**config.mk**
```make
export PLATFORM = sky130hd
export DESIGN_NAME = embedding_index_bounds_check
export DESIGN_NICKNAME = d
export VERILOG_FILES = /design/src/rtl/ebc_pkg.sv /design/src/rtl/ebc_check.sv /design/src/rtl/embedding_index_bounds_check.sv
export SDC_FILE = /design/constraint.sdc
export NUM_CORES = 1
export LEC_CHECK = 0
export BUFFER_PORTS_ARGS = -buffer_cell sky130_fd_sc_hd__buf_2
export CELL_PAD_IN_SITES_DETAIL_PLACEMENT = 1
export CELL_PAD_IN_SITES_GLOBAL_PLACEMENT = 2
export CORE_ASPECT_RATIO = 0.75
export CORE_MARGIN = 5
export CORE_UTILIZATION = 41
export CTS_CLUSTER_SIZE = 28
export DETAILED_ROUTE_END_ITERATION = 6
export PLACE_DENSITY = 0.92
export SETUP_SLACK_MARGIN = 0.05
export SYNTH_ARGS = -nofsm -noshare
export SYNTH_HDL_FRONTEND = slang
export SYNTH_SLANG_ARGS = --single-unit
```
**constraint.sdc**
```tcl
create_clock -name clk -period 16.7 [get_ports clk]
set_clock_uncertainty 0.2 [all_clocks]
set_input_delay 3.34 -clock clk [delete_from_list [all_inputs] [get_ports clk]]
set_output_delay 3.34 -clock clk [all_outputs]
set_load 0.01 [all_outputs]
```
**src/rtl/ebc_pkg.sv**
```systemverilog
// Shared types and constants for the embedding index bounds checker.
package ebc_pkg;

	localparam int unsigned VALUE_W = 64;
	localparam int unsigned COUNT_W = 32;
	localparam int unsigned TALLY_W = 31;

	localparam logic [TALLY_W-1:0] TALLY_MAX = {TALLY_W{1'b1}};

	typedef enum logic [1:0] {
		OP_BAG   = 2'd0,
		OP_INDEX = 2'd1,
		OP_FINAL = 2'd2,
		OP_NONE  = 2'd3
	} op_t;

	typedef enum logic [1:0] {
		MODE_FATAL  = 2'd0,
		MODE_WARN   = 2'd1,
		MODE_IGNORE = 2'd2,
		MODE_NONE   = 2'd3
	} mode_t;

	typedef enum logic [1:0] {
		REG_CHECK_MODE  = 2'd0,
		REG_ROW_COUNT   = 2'd1,
		REG_INDEX_COUNT = 2'd2,
		REG_NONE        = 2'd3
	} reg_idx_t;

	// Running state that one item reads and rewrites.
	typedef struct packed {
		logic [VALUE_W-1:0] prev_end;
		logic [TALLY_W-1:0] tally;
		logic               stopped;
	} state_t;

	// Corrected item as it leaves the check logic.
	typedef struct packed {
		logic [VALUE_W-1:0] first;
		logic [VALUE_W-1:0] second;
		logic               bad;
	} result_t;

endpackage

```
**src/rtl/ebc_check.sv**
```systemverilog
// Bounds check and repair of one item, with the next running state.
module ebc_check (
	input  ebc_pkg::op_t                   operation,
	input  logic [ebc_pkg::VALUE_W-1:0]    first_value,
	input  logic [ebc_pkg::VALUE_W-1:0]    second_value,
	input  logic                           chain_start,
	input  ebc_pkg::mode_t                 mode,
	input  logic [ebc_pkg::COUNT_W-1:0]    row_count,
	input  logic [ebc_pkg::COUNT_W-1:0]    index_count,
	input  ebc_pkg::state_t                state,
	output ebc_pkg::result_t               result,
	output ebc_pkg::state_t                state_next
);

	localparam int unsigned VW = ebc_pkg::VALUE_W;
	localparam int unsigned PAD = ebc_pkg::VALUE_W - ebc_pkg::COUNT_W;

	logic signed [VW-1:0] limit;
	logic signed [VW-1:0] rows;
	logic signed [VW-1:0] bag_start;
	logic signed [VW-1:0] bag_end;
	logic signed [VW-1:0] start_fix;
	logic signed [VW-1:0] end_min;
	logic signed [VW-1:0] end_fix;
	logic signed [VW-1:0] idx;
	logic                 bag_bad;
	logic                 idx_bad;
	logic                 fin_bad;
	logic                 bad;
	logic                 repair;

	assign limit     = $signed({{PAD{1'b0}}, index_count});
	assign rows      = $signed({{PAD{1'b0}}, row_count});
	assign bag_start = chain_start ? $signed(state.prev_end) : $signed(first_value);
	assign bag_end   = $signed(second_value);
	assign idx       = $signed(first_value);

	assign bag_bad = (bag_start < 0) || (bag_start > bag_end) || (bag_end > limit);
	// An index of minus one marks a pruned row and always passes.
	assign idx_bad = (idx != -64'sd1) && ((idx < 0) || (idx >= rows));
	assign fin_bad = (idx != limit);

	// Clamp the start into [0, limit], then the end into [start, limit].
	assign start_fix = (bag_start < 0) ? '0 : ((bag_start > limit) ? limit : bag_start);
	assign end_min   = (bag_end > limit) ? limit : bag_end;
	assign end_fix   = (end_min < start_fix) ? start_fix : end_min;

	always_comb begin
		case (operation)
			ebc_pkg::OP_BAG: begin
				bad = bag_bad;
			end
			ebc_pkg::OP_INDEX: begin
				bad = idx_bad;
			end
			ebc_pkg::OP_FINAL: begin
				bad = fin_bad;
			end
			default: begin
				bad = 1'b0;
			end
		endcase
	end

	assign repair = bad && ((mode == ebc_pkg::MODE_WARN) || (mode == ebc_pkg::MODE_IGNORE));

	always_comb begin
		result     = '0;
		state_next = state;
		case (operation)
			ebc_pkg::OP_BAG: begin
				result.first  = repair ? start_fix : bag_start;
				result.second = repair ? end_fix : bag_end;
				state_next.prev_end = result.second;
			end
			ebc_pkg::OP_INDEX: begin
				result.first = repair ? '0 : idx;
			end
			ebc_pkg::OP_FINAL: begin
				result.first = repair ? limit : idx;
			end
			default: begin
				result.first = '0;
			end
		endcase
		result.bad = bad;

		if (bad && (mode == ebc_pkg::MODE_FATAL)) begin
			state_next.stopped = 1'b1;
		end
		if (bad && (mode == ebc_pkg::MODE_WARN) && (state.tally != ebc_pkg::TALLY_MAX)) begin
			state_next.tally = state.tally + 1'b1;
		end
	end

endmodule

```
**src/rtl/embedding_index_bounds_check.sv**
```systemverilog
// Top level of the embedding index bounds checker.
// An accepted item passes the input register, the check logic and the result register.
// One item per cycle while out_ready does not stall the result register;
// the chained bag start is resolved within the check stage.
// Reset (arst_n low, asynchronous) clears valid flags, registers and running state to zero.
// Configuration writes are taken in any cycle and land in the next.
module embedding_index_bounds_check (
	input  logic                          clk,
	input  logic                          arst_n,
	input  logic                          cfg_valid,
	output logic                          cfg_ready,
	input  logic [1:0]                    cfg_index,
	input  logic [ebc_pkg::COUNT_W-1:0]   cfg_data,
	input  logic                          in_valid,
	output logic                          in_ready,
	input  logic [1:0]                    operation,
	input  logic [ebc_pkg::VALUE_W-1:0]   first_value,
	input  logic [ebc_pkg::VALUE_W-1:0]   second_value,
	input  logic                          chain_start,
	output logic                          out_valid,
	input  logic                          out_ready,
	output logic [ebc_pkg::VALUE_W-1:0]   out_first,
	output logic [ebc_pkg::VALUE_W-1:0]   out_second,
	output logic                          out_of_bounds,
	output logic [ebc_pkg::TALLY_W-1:0]   warnings_so_far,
	output logic                          fatal_stop
);

	ebc_pkg::mode_t                mode_q;
	logic [ebc_pkg::COUNT_W-1:0]   rows_q;
	logic [ebc_pkg::COUNT_W-1:0]   limit_q;
	ebc_pkg::state_t               state_q;
	ebc_pkg::state_t               state_next;
	ebc_pkg::result_t              result;

	logic                          valid_s1;
	ebc_pkg::op_t                  op_s1;
	logic [ebc_pkg::VALUE_W-1:0]   first_s1;
	logic [ebc_pkg::VALUE_W-1:0]   second_s1;
	logic                          chain_s1;

	logic                          valid_s2;
	ebc_pkg::result_t              result_s2;
	ebc_pkg::state_t               status_s2;

	logic                          advance;
	logic                          fire_s1;

	assign cfg_ready = 1'b1;
	assign advance   = !valid_s2 || out_ready;
	assign in_ready  = !valid_s1 || advance;
	assign fire_s1   = valid_s1 && advance;

	always_ff @(posedge clk or negedge arst_n) begin
		if (!arst_n) begin
			mode_q  <= ebc_pkg::MODE_FATAL;
			rows_q  <= '0;
			limit_q <= '0;
		end else if (cfg_valid) begin
			unique case (ebc_pkg::reg_idx_t'(cfg_index))
				ebc_pkg::REG_CHECK_MODE:  mode_q  <= ebc_pkg::mode_t'(cfg_data[1:0]);
				ebc_pkg::REG_ROW_COUNT:   rows_q  <= cfg_data;
				ebc_pkg::REG_INDEX_COUNT: limit_q <= cfg_data;
				default: ;
			endcase
		end
	end

	always_ff @(posedge clk or negedge arst_n) begin
		if (!arst_n) begin
			valid_s1 <= 1'b0;
		end else if (in_ready) begin
			valid_s1 <= in_valid;
		end
	end

	always_ff @(posedge clk or negedge arst_n) begin
		if (!arst_n) begin
			op_s1     <= ebc_pkg::OP_BAG;
			first_s1  <= '0;
			second_s1 <= '0;
			chain_s1  <= 1'b0;
		end else if (in_valid && in_ready) begin
			op_s1     <= ebc_pkg::op_t'(operation);
			first_s1  <= first_value;
			second_s1 <= second_value;
			chain_s1  <= chain_start;
		end
	end

	ebc_check u_check (
		.operation    (op_s1),
		.first_value  (first_s1),
		.second_value (second_s1),
		.chain_start  (chain_s1),
		.mode         (mode_q),
		.row_count    (rows_q),
		.index_count  (limit_q),
		.state        (state_q),
		.result       (result),
		.state_next   (state_next)
	);

	// Running state commits together with the result, so the next item sees it.
	always_ff @(posedge clk or negedge arst_n) begin
		if (!arst_n) begin
			state_q   <= '0;
			valid_s2  <= 1'b0;
			status_s2 <= '0;
			result_s2 <= '0;
		end else begin
			if (advance) begin
				valid_s2 <= valid_s1;
			end
			if (fire_s1) begin
				state_q   <= state_next;
				status_s2 <= state_next;
				result_s2 <= result;
			end
		end
	end

	assign out_valid       = valid_s2;
	assign out_first       = result_s2.first;
	assign out_second      = result_s2.second;
	assign out_of_bounds   = result_s2.bad;
	assign warnings_so_far = status_s2.tally;
	assign fatal_stop      = status_s2.stopped;

endmodule

```
Yosys cells after proc, flatten, opt, wreduce, memory -nomap -nowiden
Cells that the tools add are included.
{"block": "totals", "ff_bits": 424, "input_bits": 170, "out_inout_bits": 164, "wordCells": 69}
{"block": "op_classes", "n_addsub": 1, "n_lt_le_gt_ge": 7, "eq_ne": 9, "muxes": 13, "n_reduce_logical": 24}
{"cell": "$mux W64", "count": 10}
{"cell": "$pmux W64 S3", "count": 1}
{"cell": "$gt A64 B33 Y1", "count": 2}
{"cell": "$lt A64 B1 Y1 const B", "count": 2}
{"cell": "$ge A64 B33 Y1", "count": 1}
{"cell": "$gt A64 B64 Y1", "count": 1}
{"cell": "$lt A64 B64 Y1", "count": 1}
{"cell": "$ne A64 B1 Y1 const B", "count": 1}
{"cell": "$ne A64 B33 Y1", "count": 1}
{"cell": "$add A31 B1 Y31 const B", "count": 1}
{"cell": "$mux W31", "count": 1}
{"cell": "$ne A31 B31 Y1 const B", "count": 1}
{"cell": "$reduce_and A2 Y1", "count": 6}
{"cell": "$logic_and A1 B1 Y1", "count": 7}
{"cell": "$eq A2 B1 Y1 const B", "count": 3}
{"cell": "$eq A2 B2 Y1 const B", "count": 3}
{"cell": "$logic_not A2 Y1", "count": 3}
{"cell": "$logic_or A1 B1 Y1", "count": 6}
{"cell": "$pmux W1 S3", "count": 1}
{"cell": "$logic_not A1 Y1", "count": 2}

Depth between registers and ports, before layout
Gate-level depths: netlist (run 1).
{"block": "depth", "ltp_word": 8, "mapped_depth": 35, "mapped_depth_nobuf": 28}

By module
Synthesis (run 1) repeated with hierarchy kept, for this count alone.
{"block": "unflattened", "cells_unflattened": 2702, "area_unflattened_um2": 27686.6}
{"module": "embedding_index_bounds_check", "instances": 1, "cells_each": 932, "area_each_um2": 16094.2, "seq_area_each_um2": 10610.2}
{"module": "ebc_check", "instances": 1, "cells_each": 1770, "area_each_um2": 11592.4, "seq_area_each_um2": 0.0}

Worst setup path before layout (run 1)
No wires, ideal clock.
{"block": "synth_timing", "kind": "in2out", "start": "input out_ready", "end": "output in_ready", "arrival_time_ns": 3.554, "t_required_ns": 13.160, "slack_ns": 9.606, "path_stages": 1, "n_path_buf": 0, "cell_sequence": "nand3b_1"}
{"block": "synth_via", "elab_chain_cells": 2}
{"element": "start, declared", "line": "embedding_index_bounds_check.sv:21", "text": "input logic out_ready,"}
{"element": "$logic_or A1 B1 Y1", "line": "embedding_index_bounds_check.sv:50", "text": "assign advance = !valid_s2 || out_ready;"}
{"element": "$logic_or A1 B1 Y1", "line": "embedding_index_bounds_check.sv:51", "text": "assign in_ready = !valid_s1 || advance;"}
{"element": "end, declared", "line": "embedding_index_bounds_check.sv:15", "text": "output logic in_ready,"}
No other way between the ends.

Worst setup path in the final report (run 1)
{"block": "layout_timing", "start": "register chain_s1", "end": "register result_s2, in the netlist out_second[2]"}
{"block": "layout_via", "elab_chain_cells": 8, "elab_cells_between_ends": 14, "cone_classes": "4 x order compare; 7 x mux; 3 x reduce/logical"}
{"element": "start, declared", "line": "embedding_index_bounds_check.sv:40", "text": "logic chain_s1;"}
{"element": "start signal, assigned", "line": "embedding_index_bounds_check.sv:87", "text": "chain_s1 <= chain_start;"}
{"element": "$mux W64 (*)", "line": "ebc_check.sv:34", "text": "assign bag_start = chain_start ? $signed(state.prev_end) : $signed(first_value);"}
{"element": "$gt A64 B33 Y1 (tied with other cells)", "line": "ebc_check.sv:44", "text": "assign start_fix = (bag_start < 0) ? '0 : ((bag_start > limit) ? limit : bag_start);"}
{"element": "$mux W64 or $logic_or A1 B1 Y1 (tied branches) (2 in series)", "line": "ebc_check.sv:44, ebc_check.sv:38"}
{"element": "$lt A64 B64 Y1 or $pmux W1 S3 (tied branches)", "line": "ebc_check.sv:46, ebc_check.sv:49"}
{"element": "$mux W64 or $logic_and A1 B1 Y1 (tied branches)", "line": "ebc_check.sv:46, ebc_check.sv:65"}
{"element": "$mux W64 (*)", "line": "ebc_check.sv:73", "text": "result.second = repair ? end_fix : bag_end;"}
{"element": "$mux W64 (*)", "line": "ebc_check.sv:70", "text": "case (operation)"}
{"element": "end signal, assigned", "line": "embedding_index_bounds_check.sv:118", "text": "result_s2 <= result;"}
{"element": "end, declared", "line": "embedding_index_bounds_check.sv:43", "text": "ebc_pkg::result_t result_s2;"}
Mark *: on every way between the ends. The rest lies on a longest branch, timed or not.
A chain may end at the register's enable or synchronous reset.

==> results of run 1 <==
-- per-layer routing --
metal | global-route usage | routed length, µm
met4 | 0.0752 | 2620
met3 | 0.0654 | 8670
met2 | 0.415 | 42000
met5 | 0 | 19
met1 | 0.419 | 45400
-- final timing paths --
| path | end | cells past startpoint |
|---|---|---|
| setup reg to reg | out_second[2] | 26 |
| max in group asynchronous | state_q[33] | 3 |
| hold reg to reg | state_q[0] | 1 |
| hold / removal | state_q[0] | 1 |
| setup / recovery | out_second[2] | 26 |
| min in group asynchronous | second_s1[14] | 1 |
-- final cells by class --
class | instances | area (µm²) | area share
Antenna cell | 5 | 12.5 | 0.000422
Clock buffer | 64 | 1280 | 0.0431
Clock inverter | 19 | 256 | 0.00866
Inverter | 139 | 522 | 0.0176
Multi-Input combinational cell | 1769 | 14000 | 0.472
Sequential cell | 424 | 10600 | 0.358
Tap cell | 810 | 1010 | 0.0342
Timing Repair Buffer | 370 | 1960 | 0.0661
-- worst max-delay path, stage by stage, from the launching register on --
cell and delay, ns:
dfrtp_2 0.98, buf_4 0.64, mux2i_4 0.31, buf_4 0.54, inv_2 0.25, nor4_1 0.35, nand4_1 0.29, a21oi_1 0.30
and2_1 0.58, buf_4 0.39, mux2_2 0.39, nand2_1 0.07, ha_1 0.25, a21o_1 0.16, a21o_1 0.17, a21oi_1 0.13
o21ai_0 0.09, a21o_1 0.22, a2111o_1 0.43, a41o_1 0.22, a21oi_1 0.18, ha_1 0.17, buf_4 0.53, o21ai_0 0.29
a32o_1 0.28, mux2i_1 0.18, o21ai_0 0.11
-- state kept, by name, indices dropped and copies added (netlist names) --
register         count
out_of_bounds        1
mode_q               2
out_valid            1
state_q             65
valid_s1             1
limit_q             32
out_first           64
chain_s1             1
warnings_so_far     31
out_second          64
op_s1                2
second_s1           64
first_s1            64
rows_q              32
-- power by group --
part	switching, mW	leakage, nW	internal, mW
Clock	0.455	0.749	0.602
Sequential	0.325	5.30	1.26
Combinational	0.953	8.33	0.679
Total	1.73	14.4	2.54
-- metrics by stage --
step | area [µm²] | cells
after floorplan | 25800 | 2491
after global placement | 28100 | 3512
after detailed placement | 28100 | 3512
after CTS | 29600 | 3595
after global routing | 29600 | 3598
final | 29600 | 3600
-- cell families (layout without fill, tap and decap cells) --
| group | Yosys count | count (layout) | synth area share |
|---|---|---|---|
| AND/OR/NAND/NOR | 590 | 590 | 0.113 |
| AO/OA/AOI/OAI | 524 | 524 | 0.147 |
| flip-flops | 424 | 424 | 0.413 |
| multiplexers | 335 | 335 | 0.144 |
| buffers and inverters | 298 | 592 | 0.0506 |
| adder cells (fa/ha/maj) | 226 | 226 | 0.110 |
| XOR/XNOR | 62 | 62 | 0.0211 |
| other | 1 | 37 | 0.000146 |
-- layout by cell type, fill, tap and decap left out, drive strengths merged, types with 87 or more instances in the layout --
master	count
nor2	138
o21ai	87
a21oi	119
nand2	188
a22o	89
dfrtp	424
inv	141
buf	370
ha	225
mux2	279
==> summary.md, run 1 <==
| Metric | Value |
|---|---|
| Seq cells post-synth | ~420 |
| Core Area | 62100 µm² |
| Critical path capture point type | flip-flop |
| DR WL/cell | ~27 µm |
| Fin crit period | just under 9 ns |
| Most common cell in the netlist | dfrtp_1 |
| GRT overflow | 0 |
| CTS tree | built |
| Worst path arrival time | just over 9 ns |
| FILL cells | between 6k and 7k |
| Setup bufs post-CTS | 0 |
| First-pass GRT wire length | 147 mm |
| Syn_area_per_cell | between 10 and 15 µm² |
| Setup CP Type | flip-flop to flip-flop |
| Crit share post-route | 0.532 |
| Row count | around 80 |
| DP HPWL | 75.5 mm |
| Post-synth EDFFs | 0 |
| Io pins | around 330 |
| Synth area leaders | dfrtp_1 41%, mux2_2 12%, ha_1 11% |
| Final setup TNS | 0 ns |
| Critical Path Source Type | flip-flop |
| Worst hold path class | flip-flop to flip-flop |
| Fin worst setup slack | just under 8 ns |
| CTS resizes | 0 |
| Number of clock sinks | ~420 |
| Gpl congestion | roughly 1.0 |
| Yosys warning total | 0 |
| Outcome | completed |
| H-tree depth | 2 |
| Hold buffers post-CTS | 0 |
| Min Hold Slack | around 0.27 ns |
| Post-synth top area share | 0.413 |
| Vias in the first global route | approximately 23k |
| RSZ-0062 raised after global routing | false |
| Top post-synthesis cells by count | 424 x dfrtp_1, 279 x mux2_2, 225 x ha_1 |
| Iter 0 DRT Violations | 2098 |
| Synth-to-layout area growth | 15.3% |
| Slew @ Worst Pin | around 1.1 ns |
| Place WS | 7.95 ns |
| Total GRT Usage | 0.282 |
| Final core utilization | 0.477 |
| Leak pwr | 14.4 nW |
| Max Slew Vio Count | 0 |
| Buffers on Ports | roughly 330 |
| Register clock-pin slew on the reported worst setup and hold paths | about 0.07 ns |
| Post-synth top area cell | dfrtp_1 |
| Vias/cell | between 6 and 7 |
| Synth Flop Type | dfrtp_1 |
| Root Buffer | clkbuf_16 |
| Largest net degree at the start of global routing | about 100 |
| Worst Setup SP | chain_s1 |
| Worst skew pair latency | about 0.60 ns |
| Clk buf depth | 3 |
| DR vias | between 20k and 25k |
| Final hold vios | 0 |
| Total power | 4.28 mW |
| Die footprint | 67800 µm² |
| # setup viols final | 0 |
| Post-synth ARST share | 1.00 |
| Max Cap Violations | 0 |
| Die Width | roughly 300 µm |
| FMAX | 113 MHz |
| P per Cell Area | between 100 and 150 nW/µm² |
| Post-synthesis sequential area ratio | 0.413 |
| Synth unique cells | 69 |
| 1st-pass router iterations | 6 |
| Hold Startpoint | state_q[0] |
| Layout cells sized above 1 | 0.270 |
| Worst r2r src | chain_s1 |
| Initial Util | 0.414 |
| Cts bufs inserted | 45 |
| Setup slack, reg-to-reg | between 7 and 8 ns |
| Worst IR Drop VDD | around 64 µV |
| DRC violations left | 0 |
| CP required | 16.93 ns |
| Max-slew headroom | 0.236 |
| Max FO, Critical Path | 63 |
| Nets | 3144 |
| Routed wire length | slightly below 100 mm |
| Mapped Area | around 26000 µm² |
| Die Y | about 230 µm |
| Mapped Cells | roughly 2.5k |
| Initial antenna violation count | 5 |
| Post-route ant nets | 0 |
(Power assumes the default switching activity.)
==> inputs of run 2 (changes only) <==
--- a/config.mk
+++ b/config.mk
@@ -10,10 +10,10 @@
 export CELL_PAD_IN_SITES_GLOBAL_PLACEMENT = 2
 export CORE_ASPECT_RATIO = 0.75
 export CORE_MARGIN = 5
-export CORE_UTILIZATION = 41
+export CORE_UTILIZATION = 34
 export CTS_CLUSTER_SIZE = 28
 export DETAILED_ROUTE_END_ITERATION = 6
-export PLACE_DENSITY = 0.92
+export PLACE_DENSITY = 0.82
 export SETUP_SLACK_MARGIN = 0.05
 export SYNTH_ARGS = -nofsm -noshare
 export SYNTH_HDL_FRONTEND = slang
==> constraint.sdc (replaced) <==
create_clock -name clk -period 7.4 [get_ports clk]
set_clock_uncertainty 0.2 [all_clocks]
set_input_delay 1.48 -clock clk [delete_from_list [all_inputs] [get_ports clk]]
set_output_delay 1.48 -clock clk [all_outputs]
set_load 0.01 [all_outputs]
==> summary.md, run 2 (same netlist as run 1, synthesis figures left out) <==
| Metric | Value |
|---|---|
| Max Cap Violations | 0 (unchanged) |
| Max FO, Critical Path | 41 (-35%) |
| Worst IR Drop VDD | 192 µV (+200%) |
| DR vias | 21.9k (+0.33%) |
| Gpl congestion | 0.941 (-8.6%) |
| Crit share post-route | 0.945 (+0.413) |
| Max reg flops | 65 (unchanged) |
| FILL cells | 8373 (+22%) |
| Worst path arrival time | 7.28 ns (-1.84 ns) |
| First-pass GRT wire length | 154 mm (+4.9%) |
| Most common cell after layout, fill and taps aside | dfrtp_1 |
| Worst skew pair latency | 0.62 ns (+0.02 ns) |
| Nets | 3208 (+2.0%) |
| Commonest cells after routing, fill and taps aside | 423 x dfrtp_1, 331 x buf_2, 279 x mux2_2, 225 x ha_1, 185 x nand2_1 |
| Max-slew headroom | 0.130 (-0.106) |
| Die Width | 327 µm (+9.5%) |
| Min Hold Slack | 0.260 ns (-0.0142 ns) |
| Register clock-pin slew on the reported worst setup and hold paths | 0.06 ns (about the same) |
| H-tree depth | 2 (unchanged) |
| Synth-to-layout area growth | 18.4% |
| RSZ-0062 raised after global routing | false |
| Io pins | 334 (unchanged) |
| Iter 0 DRT Violations | 1722 (-18%) |
| Post-route ant nets | 0 (unchanged) |
| Number of clock sinks | 424 (unchanged) |
| Die footprint | 81200 µm² (+20%) |
| Row count | 87 (+10%) |
| GRT overflow | 0 (unchanged) |
| Setup CP Type | flip-flop to flip-flop |
| Max Slew Vio Count | 0 (unchanged) |
| Final core utilization | 0.406 (-0.0716) |
| Root Buffer | clkbuf_16 |
| Initial Util | 0.343 (-0.0713) |
| Final setup TNS | 0 ns (unchanged) |
| Cts bufs inserted | 48 (+6.7%) |
| 1st-pass router iterations | 5 (-1) |
| # setup viols final | 0 (unchanged) |
| Slew @ Worst Pin | 1.30 ns (+0.166 ns) |
| Fin worst setup slack | 0.409 ns (-7.40 ns) |
| Critical path capture point type | flip-flop |
| P per Cell Area | 326 nW/µm² (+130%) |
| Clk buf depth | 3 (unchanged) |
| Largest net degree at the start of global routing | 170 (+67%) |
| Layout cells sized above 1 | 0.287 (+0.0165) |
| Leak pwr | 14.7 nW (+2.2%) |
| CTS tree | built |
| Reg with most FFs | state_q |
| Final hold vios | 0 (unchanged) |
| Initial antenna violation count | 13 (+8) |
| DR WL/cell | 27.6 µm (+0.60%) |
| Total GRT Usage | 0.252 (-0.0298) |
| Buffers on Ports | 332 (unchanged) |
| Worst path bufs/invs | 4 (-1) |
| Outcome | completed |
| DP HPWL | 82.2 mm (+8.9%) |
| Critical Path Source Type | flip-flop |
| Setup bufs post-CTS | 0 (unchanged) |
| Worst hold path class | flip-flop to flip-flop |
| CP top delay family | compound AO/OA/AOI/OAI gates |
| Vias/cell | 5.73 (-5.7%) |
| Core Area | 75000 µm² (+21%) |
| Vias in the first global route | 22.6k (-0.29%) |
| CP required | 7.69 ns (-9.24 ns) |
| CP peak stage delay | 0.58 ns (-0.40 ns) |
| Routed wire length | 106 mm (+7.0%) |
| FMAX | 143 MHz (+27%) |
| Place WS | 0.292 ns (-7.66 ns) |
| Slowest-stage cell, CP | nor4_1 |
| DRC violations left | 0 (unchanged) |
| Die Y | 248 µm (+9.4%) |
| Fin crit period | 6.99 ns (-1.90 ns) |
==> run 2: stage by stage <==
step	std cells	power [mW]	cell area, µm²
2_1_floorplan	2491	5.62	25800
3_3_place_gp	3742	7.21	28800
3_5_place_dp	3742	7.38	28800
4_1_cts	3827	9.88	30400
5_1_grt	3828	10.4	30400
6_report	3830	9.90	30400
==> run 2: final timing paths <==
check                            start              to  slack [ns]  cells after the start
max                        limit_q[31]   out_second[4]        0.41                     27
min                         state_q[0]      state_q[0]        0.26                      1
max reg2reg                limit_q[31]   out_second[4]        0.41                     27
min reg2reg                 state_q[0]      state_q[0]        0.26                      1
max in group asynchronous       arst_n  out_second[35]        4.80                      2
min in group asynchronous       arst_n      rows_q[10]        0.71                      1
==> run 2: cell type report <==
type                       count  area [µm²]  area share
antenna                        3        7.51    0.000247
clock buffer                  68        1350      0.0443
clock inverter                17         243     0.00798
inverter                     139         522      0.0172
multi-input combinational   1769       14000       0.459
sequential                   424       10600       0.349
tap                          979        1220      0.0403
timing repair buffer         431        2490      0.0819
==> run 2: power by group <==
group | internal, mW | switching, mW
clock | 1.38 | 1.07
sequential | 2.86 | 0.674
combinational | 1.62 | 2.30
total | 5.86 | 4.04
==> run 2: worst register-to-register path: stages, from the launching register on <==
cell and delay, ns:
dfrtp_1 0.52, inv_1 0.22, ha_1 0.35, nand4_1 0.23, nor4_1 0.58, and3_1 0.34
o31a_1 0.22, or2_2 0.13, o21a_2 0.14, buf_12 0.29, nor2_1 0.10, ha_1 0.19
a21o_1 0.16, a21o_1 0.18, a21oi_1 0.13, o21ai_0 0.11, a21o_1 0.19, a221o_1 0.40
o21ai_0 0.17, buf_4 0.13, nand4_1 0.18, a31o_2 0.27, a21oi_1 0.14, ha_1 0.36
buf_4 0.29, a21boi_0 0.16, o31a_1 0.31, o21ai_0 0.18
==> run 2: repair_timing <==
item / 4_1_cts / 5_1_grt
endpoints found under the setup margin: 0 / 118
gates resized for setup: 0 / 4
endpoints found under the hold margin: 0 / 0
hold buffers: 0 / 0
==> run 2: metal layers <==
metal / vias to the layer above / part of all wire / GRT usage
li1: 9677 / - / -
met1: 11400 / 0.48 / 0.384
met2: 778 / 0.41 / 0.358
met3: 133 / 0.084 / 0.0634
met4: 8 / 0.025 / 0.0602
met5: - / 0.00092 / 0.00588
